===== src/hw/rtl/periodic_event_slots_and_down_counters_assert.svh =====
// ---------------------------------------------------------------------------
// Assertion macros for the periodic event slot and down-counter block
// Each macro checks an implication on the rising edge of clk. Checks are
// off while arst_n is low.
// ---------------------------------------------------------------------------
`ifndef PERIODIC_EVENT_SLOTS_AND_DOWN_COUNTERS_ASSERT_SVH
`define PERIODIC_EVENT_SLOTS_AND_DOWN_COUNTERS_ASSERT_SVH

// The consequent must hold in the same cycle as the antecedent.
`define PESDC_ASSERT_SAME(lbl, ante, cons) \
	lbl: assert property (@(posedge clk) disable iff (!arst_n) (ante) |-> (cons)) \
		else $error("pesdc: same-cycle check failed");

// The consequent must hold in the cycle after the antecedent.
`define PESDC_ASSERT_NEXT(lbl, ante, cons) \
	lbl: assert property (@(posedge clk) disable iff (!arst_n) (ante) |=> (cons)) \
		else $error("pesdc: next-cycle check failed");

`endif


===== src/hw/rtl/pesdc_pkg.sv =====
// ---------------------------------------------------------------------------
// pesdc_pkg
// Types, sizes and codes shared by the periodic event slot block.
// ---------------------------------------------------------------------------
package pesdc_pkg;

	localparam int EVENT_SLOTS   = 15;
	localparam int DOWN_COUNTERS = 15;

	localparam int SLOT_IW = (EVENT_SLOTS > 1) ? $clog2(EVENT_SLOTS) : 1;
	localparam int CNT_IW  = (DOWN_COUNTERS > 1) ? $clog2(DOWN_COUNTERS) : 1;
	localparam int CNT_TW  = $clog2(DOWN_COUNTERS + 1);

	localparam logic [2:0] OP_TICK    = 3'd0;
	localparam logic [2:0] OP_REG_HND = 3'd1;
	localparam logic [2:0] OP_DEL_HND = 3'd2;
	localparam logic [2:0] OP_REG_CNT = 3'd3;
	localparam logic [2:0] OP_WR_CNT  = 3'd4;
	localparam logic [2:0] OP_RD_CNT  = 3'd5;

	localparam logic [1:0] STS_OK        = 2'd0;
	localparam logic [1:0] STS_FULL      = 2'd1;
	localparam logic [1:0] STS_NOT_FOUND = 2'd2;
	localparam logic [1:0] STS_DUPLICATE = 2'd3;

	typedef struct packed {
		logic [2:0]  operation;
		logic [7:0]  handle;
		logic [31:0] interval;
		logic [15:0] counter_key;
		logic [31:0] counter_load;
	} req_t;

	typedef struct packed {
		logic [1:0]  status;
		logic        fired;
		logic [7:0]  fired_handle;
		logic [31:0] counter_value;
		logic        last;
	} res_t;

endpackage


===== src/hw/rtl/periodic_event_slots_and_down_counters.sv =====
// ---------------------------------------------------------------------------
// periodic_event_slots_and_down_counters
// Table of periodic event slots and table of down-counters behind one
// request channel and one result channel.
// ---------------------------------------------------------------------------
// A request is taken only while the block is idle (req_stall low) and is then
// worked through by a small sequencer that visits one table entry per cycle
// with one shared unit per table. A tick walks all EVENT_SLOTS slots and
// then every registered down-counter; register and delete handle walk all
// slots; counter requests walk the registered counters, except a register
// counter on a full table or any counter request on an empty table, which,
// like unused codes, go straight to the final result. Each fired slot gives
// one result (last marks the final one);
// a tick with no fired slot gives one empty result, every other request gives
// exactly one result. Results sit in an output register, so a new request is
// taken while the previous final result still waits; the walk pauses only when
// it has a result to hand over and the output register is stalled. Tables
// live in flip-flops; no clearing pass runs after reset.
// ---------------------------------------------------------------------------
module periodic_event_slots_and_down_counters (
	input  logic            clk,
	input  logic            arst_n,
	input  logic            req_valid,
	output logic            req_stall,
	input  pesdc_pkg::req_t req,
	output logic            res_valid,
	input  logic            res_stall,
	output pesdc_pkg::res_t res
);
	import pesdc_pkg::*;

	// sequencer states
	localparam logic [1:0] ST_IDLE = 2'd0;
	localparam logic [1:0] ST_SLOT = 2'd1;
	localparam logic [1:0] ST_CNT  = 2'd2;
	localparam logic [1:0] ST_FIN  = 2'd3;

	localparam logic [SLOT_IW-1:0] SLOT_LAST = SLOT_IW'(EVENT_SLOTS - 1);

	logic [1:0] state_q;

	// captured request
	logic [2:0]  op_q;
	logic [7:0]  hnd_q;
	logic [31:0] ivl_q;
	logic [15:0] key_q;
	logic [31:0] load_q;

	// walk indexes and search results
	logic [SLOT_IW-1:0] idx_q;
	logic [CNT_IW-1:0]  cidx_q;
	logic               hit_q;
	logic               free_found_q;
	logic [SLOT_IW-1:0] free_idx_q;
	logic [CNT_IW-1:0]  match_idx_q;
	logic [31:0]        match_val_q;

	// fired slot held back until we know whether it is the last one
	logic       pend_valid_q;
	logic [7:0] pend_handle_q;

	// slot table
	logic [EVENT_SLOTS-1:0] slot_used_q;
	logic [7:0]             slot_handle_q [EVENT_SLOTS];
	logic [31:0]            slot_ivl_q    [EVENT_SLOTS];
	logic [31:0]            slot_cnt_q    [EVENT_SLOTS];

	// down-counter table
	logic [15:0]       cnt_key_q [DOWN_COUNTERS];
	logic [31:0]       cnt_val_q [DOWN_COUNTERS];
	logic [CNT_TW-1:0] cnt_total_q;

	// output register
	logic res_valid_q;
	res_t res_q;

	logic        accept;
	logic        out_free;
	logic        cur_used;
	logic [7:0]  cur_hnd;
	logic [31:0] cur_cnt;
	logic [31:0] cnt_inc;
	logic        fire;
	logic        hnd_hit;
	logic        slot_hold;
	logic        slot_go;
	logic        slot_emit;
	logic [15:0] cur_key;
	logic [31:0] cur_val;
	logic        key_hit;
	logic        cnt_last;
	logic        cnt_full;
	logic        fin_go;
	logic        res_load;
	res_t        fin_res;
	res_t        res_d;

	assign accept    = req_valid && !req_stall;
	assign req_stall = (state_q != ST_IDLE);
	assign out_free  = !res_valid_q || !res_stall;

	// shared slot unit: one increment and the interval and handle compares per cycle
	assign cur_used = slot_used_q[idx_q];
	assign cur_hnd  = slot_handle_q[idx_q];
	assign cur_cnt  = slot_cnt_q[idx_q];
	assign cnt_inc  = cur_cnt + 32'd1;
	assign fire     = cur_used && (cnt_inc == slot_ivl_q[idx_q]);
	assign hnd_hit  = cur_used && (cur_hnd == hnd_q);

	// hold the slot walk when a second fire needs the busy output register
	assign slot_hold = (op_q == OP_TICK) && fire && pend_valid_q && !out_free;
	assign slot_go   = (state_q == ST_SLOT) && !slot_hold;
	assign slot_emit = (state_q == ST_SLOT) && (op_q == OP_TICK) && fire
		&& pend_valid_q && out_free;

	// shared counter unit: one key compare and one decrement per cycle
	assign cur_key  = cnt_key_q[cidx_q];
	assign cur_val  = cnt_val_q[cidx_q];
	assign key_hit  = (cur_key == key_q);
	assign cnt_last = ((CNT_TW'(cidx_q) + CNT_TW'(1)) == cnt_total_q);
	assign cnt_full = (cnt_total_q >= CNT_TW'(DOWN_COUNTERS));

	assign fin_go   = (state_q == ST_FIN) && out_free;
	assign res_load = slot_emit || fin_go;

	// final result of the request
	always_comb begin
		fin_res = '0;
		fin_res.last = 1'b1;
		case (op_q)
			OP_TICK: begin
				if (pend_valid_q) begin
					fin_res.fired        = 1'b1;
					fin_res.fired_handle = pend_handle_q;
				end
			end
			OP_REG_HND: begin
				if (!hit_q && !free_found_q) begin
					fin_res.status = STS_FULL;
				end
			end
			OP_DEL_HND: begin
				if (!hit_q) begin
					fin_res.status = STS_NOT_FOUND;
				end
			end
			OP_REG_CNT: begin
				if (cnt_full) begin
					fin_res.status = STS_FULL;
				end else if (hit_q) begin
					fin_res.status = STS_DUPLICATE;
				end
			end
			OP_WR_CNT: begin
				if (!hit_q) begin
					fin_res.status = STS_NOT_FOUND;
				end
			end
			OP_RD_CNT: begin
				if (hit_q) begin
					fin_res.counter_value = match_val_q;
				end else begin
					fin_res.status = STS_NOT_FOUND;
				end
			end
			default: begin
			end
		endcase
	end

	always_comb begin
		res_d = fin_res;
		if (slot_emit) begin
			res_d               = '0;
			res_d.status        = STS_OK;
			res_d.fired         = 1'b1;
			res_d.fired_handle  = pend_handle_q;
			res_d.last          = 1'b0;
		end
	end

	// sequencer and control state
	always_ff @(posedge clk or negedge arst_n) begin
		if (!arst_n) begin
			state_q      <= ST_IDLE;
			hit_q        <= 1'b0;
			free_found_q <= 1'b0;
			pend_valid_q <= 1'b0;
			slot_used_q  <= '0;
			cnt_total_q  <= '0;
			res_valid_q  <= 1'b0;
		end else begin
			if (res_load) begin
				res_valid_q <= 1'b1;
			end else if (!res_stall) begin
				res_valid_q <= 1'b0;
			end

			case (state_q)
				ST_IDLE: begin
					if (accept) begin
						hit_q        <= 1'b0;
						free_found_q <= 1'b0;
						pend_valid_q <= 1'b0;
						case (req.operation)
							OP_TICK, OP_REG_HND, OP_DEL_HND: begin
								state_q <= ST_SLOT;
							end
							OP_REG_CNT, OP_WR_CNT, OP_RD_CNT: begin
								if (cnt_total_q == '0 ||
									(req.operation == OP_REG_CNT && cnt_full)) begin
									state_q <= ST_FIN;
								end else begin
									state_q <= ST_CNT;
								end
							end
							default: begin
								state_q <= ST_FIN;
							end
						endcase
					end
				end
				ST_SLOT: begin
					if (slot_go) begin
						case (op_q)
							OP_TICK: begin
								if (fire) begin
									pend_valid_q <= 1'b1;
								end
							end
							OP_REG_HND: begin
								if (hnd_hit) begin
									hit_q <= 1'b1;
								end
								if (!cur_used) begin
									free_found_q <= 1'b1;
								end
							end
							OP_DEL_HND: begin
								if (hnd_hit) begin
									hit_q            <= 1'b1;
									slot_used_q[idx_q] <= 1'b0;
								end
							end
							default: begin
							end
						endcase
						if (idx_q == SLOT_LAST) begin
							if (op_q == OP_TICK && cnt_total_q != '0) begin
								state_q <= ST_CNT;
							end else begin
								state_q <= ST_FIN;
							end
						end
					end
				end
				ST_CNT: begin
					if (op_q != OP_TICK && key_hit) begin
						hit_q <= 1'b1;
					end
					if (cnt_last) begin
						state_q <= ST_FIN;
					end
				end
				ST_FIN: begin
					if (fin_go) begin
						state_q      <= ST_IDLE;
						pend_valid_q <= 1'b0;
						if (op_q == OP_REG_HND && !hit_q && free_found_q) begin
							slot_used_q[free_idx_q] <= 1'b1;
						end
						if (op_q == OP_REG_CNT && !cnt_full && !hit_q) begin
							cnt_total_q <= cnt_total_q + CNT_TW'(1);
						end
					end
				end
				default: begin
					state_q <= ST_IDLE;
				end
			endcase
		end
	end

	// request capture, walk indexes and table payload
	always_ff @(posedge clk) begin
		if (accept) begin
			op_q   <= req.operation;
			hnd_q  <= req.handle;
			ivl_q  <= req.interval;
			key_q  <= req.counter_key;
			load_q <= req.counter_load;
			idx_q  <= '0;
			cidx_q <= '0;
		end

		if (slot_go) begin
			if (idx_q != SLOT_LAST) begin
				idx_q <= idx_q + SLOT_IW'(1);
			end
			// advance the count of a used slot, clear it when it fires
			if (op_q == OP_TICK && cur_used) begin
				slot_cnt_q[idx_q] <= fire ? 32'd0 : cnt_inc;
			end
			if (op_q == OP_TICK && fire) begin
				pend_handle_q <= cur_hnd;
			end
			if (op_q == OP_REG_HND && !cur_used && !free_found_q) begin
				free_idx_q <= idx_q;
			end
		end

		if (state_q == ST_CNT) begin
			cidx_q <= cidx_q + CNT_IW'(1);
			// drop every registered nonzero counter by one
			if (op_q == OP_TICK && cur_val != 32'd0) begin
				cnt_val_q[cidx_q] <= cur_val - 32'd1;
			end
			if (op_q != OP_TICK && key_hit && !hit_q) begin
				match_idx_q <= cidx_q;
				match_val_q <= cur_val;
			end
		end

		if (fin_go) begin
			if (op_q == OP_REG_HND && !hit_q && free_found_q) begin
				slot_handle_q[free_idx_q] <= hnd_q;
				slot_ivl_q[free_idx_q]    <= ivl_q;
				slot_cnt_q[free_idx_q]    <= 32'd0;
			end
			if (op_q == OP_REG_CNT && !cnt_full && !hit_q) begin
				cnt_key_q[cnt_total_q[CNT_IW-1:0]] <= key_q;
				cnt_val_q[cnt_total_q[CNT_IW-1:0]] <= 32'd0;
			end
			if (op_q == OP_WR_CNT && hit_q) begin
				cnt_val_q[match_idx_q] <= load_q;
			end
		end

		if (res_load) begin
			res_q <= res_d;
		end
	end

	assign res_valid = res_valid_q;
	assign res       = res_q;

	`include "periodic_event_slots_and_down_counters_assert.svh"

	`PESDC_ASSERT_SAME(a_total_bound, 1'b1, cnt_total_q <= CNT_TW'(DOWN_COUNTERS))
	`PESDC_ASSERT_SAME(a_idle_no_pend, state_q == ST_IDLE, !pend_valid_q)
	`PESDC_ASSERT_NEXT(a_accept_busy, accept, state_q != ST_IDLE)
	`PESDC_ASSERT_NEXT(a_fin_done, fin_go, state_q == ST_IDLE && res_valid_q && res_q.last)

endmodule

===== config.mk =====
export PLATFORM = sky130hd
export DESIGN_NAME = periodic_event_slots_and_down_counters
export DESIGN_NICKNAME = d
export VERILOG_FILES = /design/src/hw/rtl/pesdc_pkg.sv /design/src/hw/rtl/periodic_event_slots_and_down_counters.sv
export VERILOG_INCLUDE_DIRS = /design/src /design/src/hw/rtl
export SDC_FILE = /design/constraint.sdc
export NUM_CORES = 2
export LEC_CHECK = 0
export BUFFER_PORTS_ARGS = -buffer_cell sky130_fd_sc_hd__buf_4
export CAP_MARGIN = 20
export CORE_MARGIN = 8
export CORE_UTILIZATION = 25
export CTS_CLUSTER_DIAMETER = 150
export DETAILED_ROUTE_END_ITERATION = 7
export PLACE_DENSITY = 0.42
export SYNTH_ARGS = -nofsm -noshare
export SYNTH_HDL_FRONTEND = slang
export SYNTH_SLANG_ARGS = --single-unit

===== constraint.sdc =====
create_clock -name clk -period 8.95 [get_ports clk]
set_input_delay 0.895 -clock clk [delete_from_list [all_inputs] [get_ports clk]]
set_output_delay 0.895 -clock clk [all_outputs]
set_load 0.02 [all_outputs]

# [After elaboration in Yosys (flattened, before gate mapping)]
# Memories as Yosys holds them, arrays and structs flattened. A register that Yosys moved wholly into a read port is not among the register bits.
# Cells that the tools add are included.
[op_classes] n_addsub=5 order_cmp=5 n_eq_ne=34 muxes=80 bitwise_logic=5 reduce_logical=70
[ops] op="$mux W32" count=6
[ops] op="$reduce_or A32 Y1" count=3
[ops] op="$mux W15" count=5
[ops] op="$mux W41" count=1
[ops] op="$mux W4" count=10
[ops] op="$mux W1" count=38
[ops] op="$add A32 B1 Y32 const B" count=1
[ops] op="$eq A32 B32 Y1" count=1
[ops] op="$reduce_bool A32 Y1" count=1
[ops] op="$sub A32 B1 Y32 const B" count=1
[ops] op="$pmux W15 S2" count=1
[ops] op="$logic_and A1 B1 Y1" count=28
[ops] op="$mux W9" count=2
[ops] op="$ne A2 B2 Y1 const B" count=9
[ops] op="$reduce_and A6 Y1" count=3
[ops] op="$eq A16 B16 Y1" count=1
[ops] op="$mux W2" count=8
[ops] op="$and A15 B15 Y15" count=1
[ops] op="$not A15 Y15" count=1
[ops] op="$or A15 B15 Y15" count=1
[ops] op="$add A4 B1 Y4 const B" count=3
[ops] op="$eq A3 B2 Y1 const B" count=4
[ops] op="$eq A3 B3 Y1 const B" count=4
[ops] op="$ne A2 B1 Y1 const B" count=6
[ops] op="31 further kinds" count=60
[totals] regBits=216 ramBits=1800 in_bits=95 out_inout_bits=46 wordCells=227 n_memories=5
[mem_list] memory="cnt_val_q" depth=15 word_bits=32 rd=1 rd_ports_with_merged_regs=1 write_ports=1 line="periodic_event_slots_and_down_counters.sv:70" rtl="logic [31:0] cnt_val_q [DOWN_COUNTERS];"
[mem_list] memory="slot_cnt_q" depth=15 word_bits=32 rd=1 rd_ports_with_merged_regs=1 write_ports=1 line="periodic_event_slots_and_down_counters.sv:66" rtl="logic [31:0] slot_cnt_q [EVENT_SLOTS];"
[mem_list] memory="slot_ivl_q" depth=15 word_bits=32 rd=1 rd_ports_with_merged_regs=1 write_ports=1 line="periodic_event_slots_and_down_counters.sv:65" rtl="logic [31:0] slot_ivl_q [EVENT_SLOTS];"
[mem_list] memory="cnt_key_q" depth=15 word_bits=16 rd=1 rd_ports_with_merged_regs=1 write_ports=1 line="periodic_event_slots_and_down_counters.sv:69" rtl="logic [15:0] cnt_key_q [DOWN_COUNTERS];"
[mem_list] memory="slot_handle_q" depth=15 word_bits=8 rd=1 rd_ports_with_merged_regs=1 write_ports=1 line="periodic_event_slots_and_down_counters.sv:64" rtl="logic [7:0] slot_handle_q [EVENT_SLOTS];"

# [Longest topological paths before layout]
[logic_depth] ltp_word=11 mapped_depth=24 mapped_depth_nobuf=15

# [Worst setup path after synthesis]
# No wires, ideal clock.
[synth_path] path_type="register to register" from="register with a tool-made name" to="register match_idx_q[0] (enable)" setup_ns=0.474 arrival_ns=6.210 t_required_ns=8.476 setup_slack_ns=2.266 path_stages_with_launch=16 cell_sequence="dfxtp_1 > buf_2 > buf_4 > buf_4 > buf_4 > buf_2 > buf_2 > buf_2 > buf_2 > mux2i_1 > o21ai_0 > mux4_2 > xor2_1 > nor4_1 > nand4_1 > nor3_1"
[synth_rtl] item="end signal: assignment" line="periodic_event_slots_and_down_counters.sv:319" rtl="match_idx_q <= cidx_q;"
[synth_rtl] item="end: declaration" line="periodic_event_slots_and_down_counters.sv:55" rtl="logic [CNT_IW-1:0] match_idx_q;"

# [Worst setup path after layout]
[layout_path] from="register idx_q[2]" to="memory slot_cnt_q[12][7] (enable)"
[layout_between] elab_chain_len=11 word_cells_on_any_way=14 cone_classes="7 x mux; 7 x reduce/logical"
[layout_rtl] item="start: declaration" line="periodic_event_slots_and_down_counters.sv:50" rtl="logic [SLOT_IW-1:0] idx_q;"
[layout_rtl] item="start signal: assignment" line="periodic_event_slots_and_down_counters.sv:298" rtl="idx_q <= idx_q + SLOT_IW'(1);"
[layout_rtl] item="$bmux W1 S4" line="periodic_event_slots_and_down_counters.sv:103" rtl="assign cur_used = slot_used_q[idx_q];"
[layout_rtl] item="$mux W1 (not written as such)" line="periodic_event_slots_and_down_counters.sv:103"
[layout_rtl] item="$logic_and A1 B1 Y1" line="periodic_event_slots_and_down_counters.sv:107" rtl="assign fire = cur_used && (cnt_inc == slot_ivl_q[idx_q]);"
[layout_rtl] item="$logic_and A1 B1 Y1 (3 in a row)" line="periodic_event_slots_and_down_counters.sv:111" rtl="assign slot_hold = (op_q == OP_TICK) && fire && pend_valid_q && !out_free;"
[layout_rtl] item="$logic_not A1 Y1" line="periodic_event_slots_and_down_counters.sv:112" rtl="assign slot_go = (state_q == ST_SLOT) && !slot_hold;"
[layout_rtl] item="$logic_and A1 B1 Y1" line="periodic_event_slots_and_down_counters.sv:112"
[layout_rtl] item="$mux W1" line="periodic_event_slots_and_down_counters.sv:296" rtl="if (slot_go) begin"
[layout_rtl] item="$mux W1" line="periodic_event_slots_and_down_counters.sv:302" rtl="slot_cnt_q[idx_q] <= fire ? 32'd0 : cnt_inc;"
[layout_rtl] item="$mux W1 (no source line)"
[layout_rtl] item="end: declaration" line="periodic_event_slots_and_down_counters.sv:66"
# Parallel ways exist; a longest one is shown, timed or not. The select of a mux whose other input is x is not followed.

==> impl_metrics.csv <==
group,metric,value,unit
grt,grt_pass1_vias,40200,
clocking,postCtsSetupRepairBufs,0,
floorplanning,core_area,0.318,mm²
timing,worst_slew_pin_slew,1.15,ns
timing,hold_viol,0,
floorplanning,die_x,581,µm
timing,fmax,0.139,GHz
clocking,htree_levels,4,
synthesis,async_flop_share,1.24,%
grt,grt_max_degree,141,
timing,slew_headroom,23.4,%
grt,track_usage,12.5,%
place,place_congestion,0.773,
timing,final.min_clock_period,7.19,ns
synthesis,yosysMostFrequentCell,"edfxtp_1",
finish,fillerInstances,31100,
grt,antenna_found_initial,14,
floorplanning,num_io_pins,141,
route,drt-initial-drc-count,2878,
timing,finalMaxSlewViolations,0,
clocking,hold_buffers,1,
place,dp_hpwl,121000,µm
synthesis,synth_ff_type,"edfxtp_1",
setup_path,cp-start-kind,"flip-flop",
finish,area_growth,16.8,%
clocking,numClockSinks,2020,
timing,setup_viol,0,
synthesis,synth-edff-count,1987,
clocking,cts_buffer_depth,4,
setup_path,worstPathMaxFanout,29,
synthesis,yosysUniqueCellTypes,90,
synthesis,synth_area_leaders,"edfxtp_1 75%, mux4_2 12%, mux2i_1 1.3%",
clocking,root_buffer,"clkbuf_16",
route,num_vias,38500,
route,viasPerCell,4.50,
setup_path,cp.required,9.50,ns
route,drcViolationCount,0,
power,finalPower,30.6,mW
synthesis,synth_warnings,0,
timing,finalClockSkew,0.0573,ns
synthesis,avgSynthCellArea,20.5,µm²
synthesis,syn-cell-area,0.0799,mm²
grt,grt-ovfl-total,0,
synthesis,synth_top_area_cell,"edfxtp_1",
route,wire_per_inst,25.4,µm
timing,fin_tns_setup,0,ns
outcome,status,"finished, final reports clean",
place,place.port_buffers,140,
route,firstDrtPassIters,5,
clocking,clk_pin_slew,0.07,ns
floorplanning,die_h,581,µm
synthesis,synth_seq_area_share,75.7,%
power,ir_drop,0.000178,V
synthesis,synth_commonest_cells,"1987 x edfxtp_1, 419 x mux4_2, 203 x nand2_1",
route,wl,217000,µm
floorplanning,dieArea,0.338,mm²
grt,grt_pass1_wl,309000,µm
timing,period_share,80.3,%
route,ant_nets,0,
clocking,cts_inserted_buffers,214,
finish,drive_gt1_share,25.5,%
clocking,cts_resized,0,
power,power_density,328,mW/mm²
synthesis,synthDominantCellAreaShare,74.7,%
clocking,insertion_delay,0.88,ns
job,cap_violations,0,
power,leakage,28.7,nW
synthesis,synth-seq-cells,2020,
floorplanning,initial_core_util,25.1,%
synthesis,syn_inst,3897,
synthesis,synth.net_count,4008,
setup_path,worst_ep_arrival_time,7.73,ns
setup_path,worstSetupEndpointType,"flip-flop",
floorplanning,placementRows,207,
min_path,worstHoldPathType,"input pin to flip-flop",
clocking,cts_tree,"done",
timing,rsz0062_at_grt,"no",
setup_path,crit_type,"flip-flop to flip-flop",
finish,final_nets,4319,
## cell type report
class / instances / area (µm²) / share of cell area, %
Antenna cell: 6 / 15.0 / 0.0161
Clock buffer: 275 / 5720 / 6.13
Inverter: 24 / 95.1 / 0.102
Timing Repair Buffer: 289 / 2340 / 2.51
Multi-Input combinational cell: 1659 / 18500 / 19.8
Tap cell: 4180 / 5230 / 5.61
Sequential cell: 2020 / 60500 / 64.9
Clock inverter: 100 / 910 / 0.975
## path summary, 6_finish.rpt
kind / startpoint / end / slack, ns / cells past startpoint
max reg2reg: idx_q[2]$_DFF_P_ / slot_cnt_q[12][7]$_DFFE_PP_ / 1.76 / 13
min reg2reg: slot_used_q[7]$_DFFE_PN0P_ / slot_used_q[7]$_DFFE_PN0P_ / 0.50 / 1
min in group asynchronous: arst_n / cnt_total_q[3]$_DFFE_PN0P_ / 0.61 / 2
max in group asynchronous: arst_n / slot_used_q[7]$_DFFE_PN0P_ / 7.99 / 2
max: idx_q[2]$_DFF_P_ / slot_cnt_q[12][7]$_DFFE_PP_ / 1.76 / 13
min: req[85] / hnd_q[5]$_DFFE_PP_ / 0.19 / 1
## state kept, by name, summed over array words and instances (netlist names), 44 cells and up, named ones only
name / count
slot_cnt_q: 480
cnt_val_q: 480
slot_ivl_q: 480
res: 44
cnt_key_q: 240
slot_handle_q: 120
## per-stage QoR
| step | setup slack (ns) | cell area [µm²] | utilization [%] | hold slack, ns | std cells |
|---|---|---|---|---|---|
| final | 1.76 | 93200 | 29.3 | 0.194 | 8553 |
| after global routing | 1.39 | 93200 | 29.3 | 0.141 | 8549 |
| after CTS | 1.78 | 93200 | 29.3 | 0.117 | 8543 |
| after detailed placement | 1.78 | 86600 | 27.2 | 0.488 | 8167 |
| after global placement | 1.65 | 86500 | 27.2 | 0.479 | 8163 |
| after floorplan | 2.27 | 79900 | - | 0.403 | 3897 |
## critical path, cell delays in order (launching register included)
cell and delay, ns:
dfxtp_4 0.80, nand2b_1 0.77, o22ai_1 0.27, a31oi_1 0.42
o211ai_1 0.48, nor4_4 0.87, nand4_1 0.39, a221oi_1 0.42
nand4_1 0.24, nor4_4 0.47, a21oi_2 0.24, a21boi_1 0.84
nor2_4 0.28, buf_4 0.37
## placed cells by master (no fill, tap or decap), types with 30 or more instances in the layout
cell	instances
edfxtp_1	1987
o211ai_1	33
xor2_1	53
o21ai_0	139
nor2_4	47
mux2i_1	103
buf_4	272
xnor2_1	60
mux4_2	419
nor2_1	82
mux4_1	30
and2_1	53
a21oi_1	32
nand2b_1	51
nand3_1	40
clkinv_1	46
clkbuf_1	52
nand2_1	203
clkbuf_16	218
## per-layer routing
layer	vias up	share of wire [%]	track usage, %	routed length, µm
met3	294	3.6	1.73	7830
met4	0	2.3	3.35	4960
li1	16600	-	-	-
met1	20900	46	17.3	100000
met5	-	0	0	0
met2	678	48	20.6	104000
## kinds of logic (layout without fill, tap and decap cells)
kind of cell	Yosys count	after routing	synth area share (%)
buffers and inverters	218	688	1.66
DFF	2020	2020	75.7
muxes	583	583	14.5
other	0	6	0
and+or+nand+nor	614	614	3.85
AOI/OAI and AO/OA	329	329	2.65
adders and majority gates	16	16	0.251
xor gates and xnor gates	117	117	1.35
## where the power goes
group / total (mW) / switching (mW) / leakage [nW] / internal [mW]
Combinational: 9.03 / 5.54 / 7.21 / 3.48
Clock: 8.59 / 3.65 / 3.23 / 4.94
Sequential: 13.0 / 0.594 / 18.3 / 12.4
No activity file was read; power rests on OpenSTA's default activity.
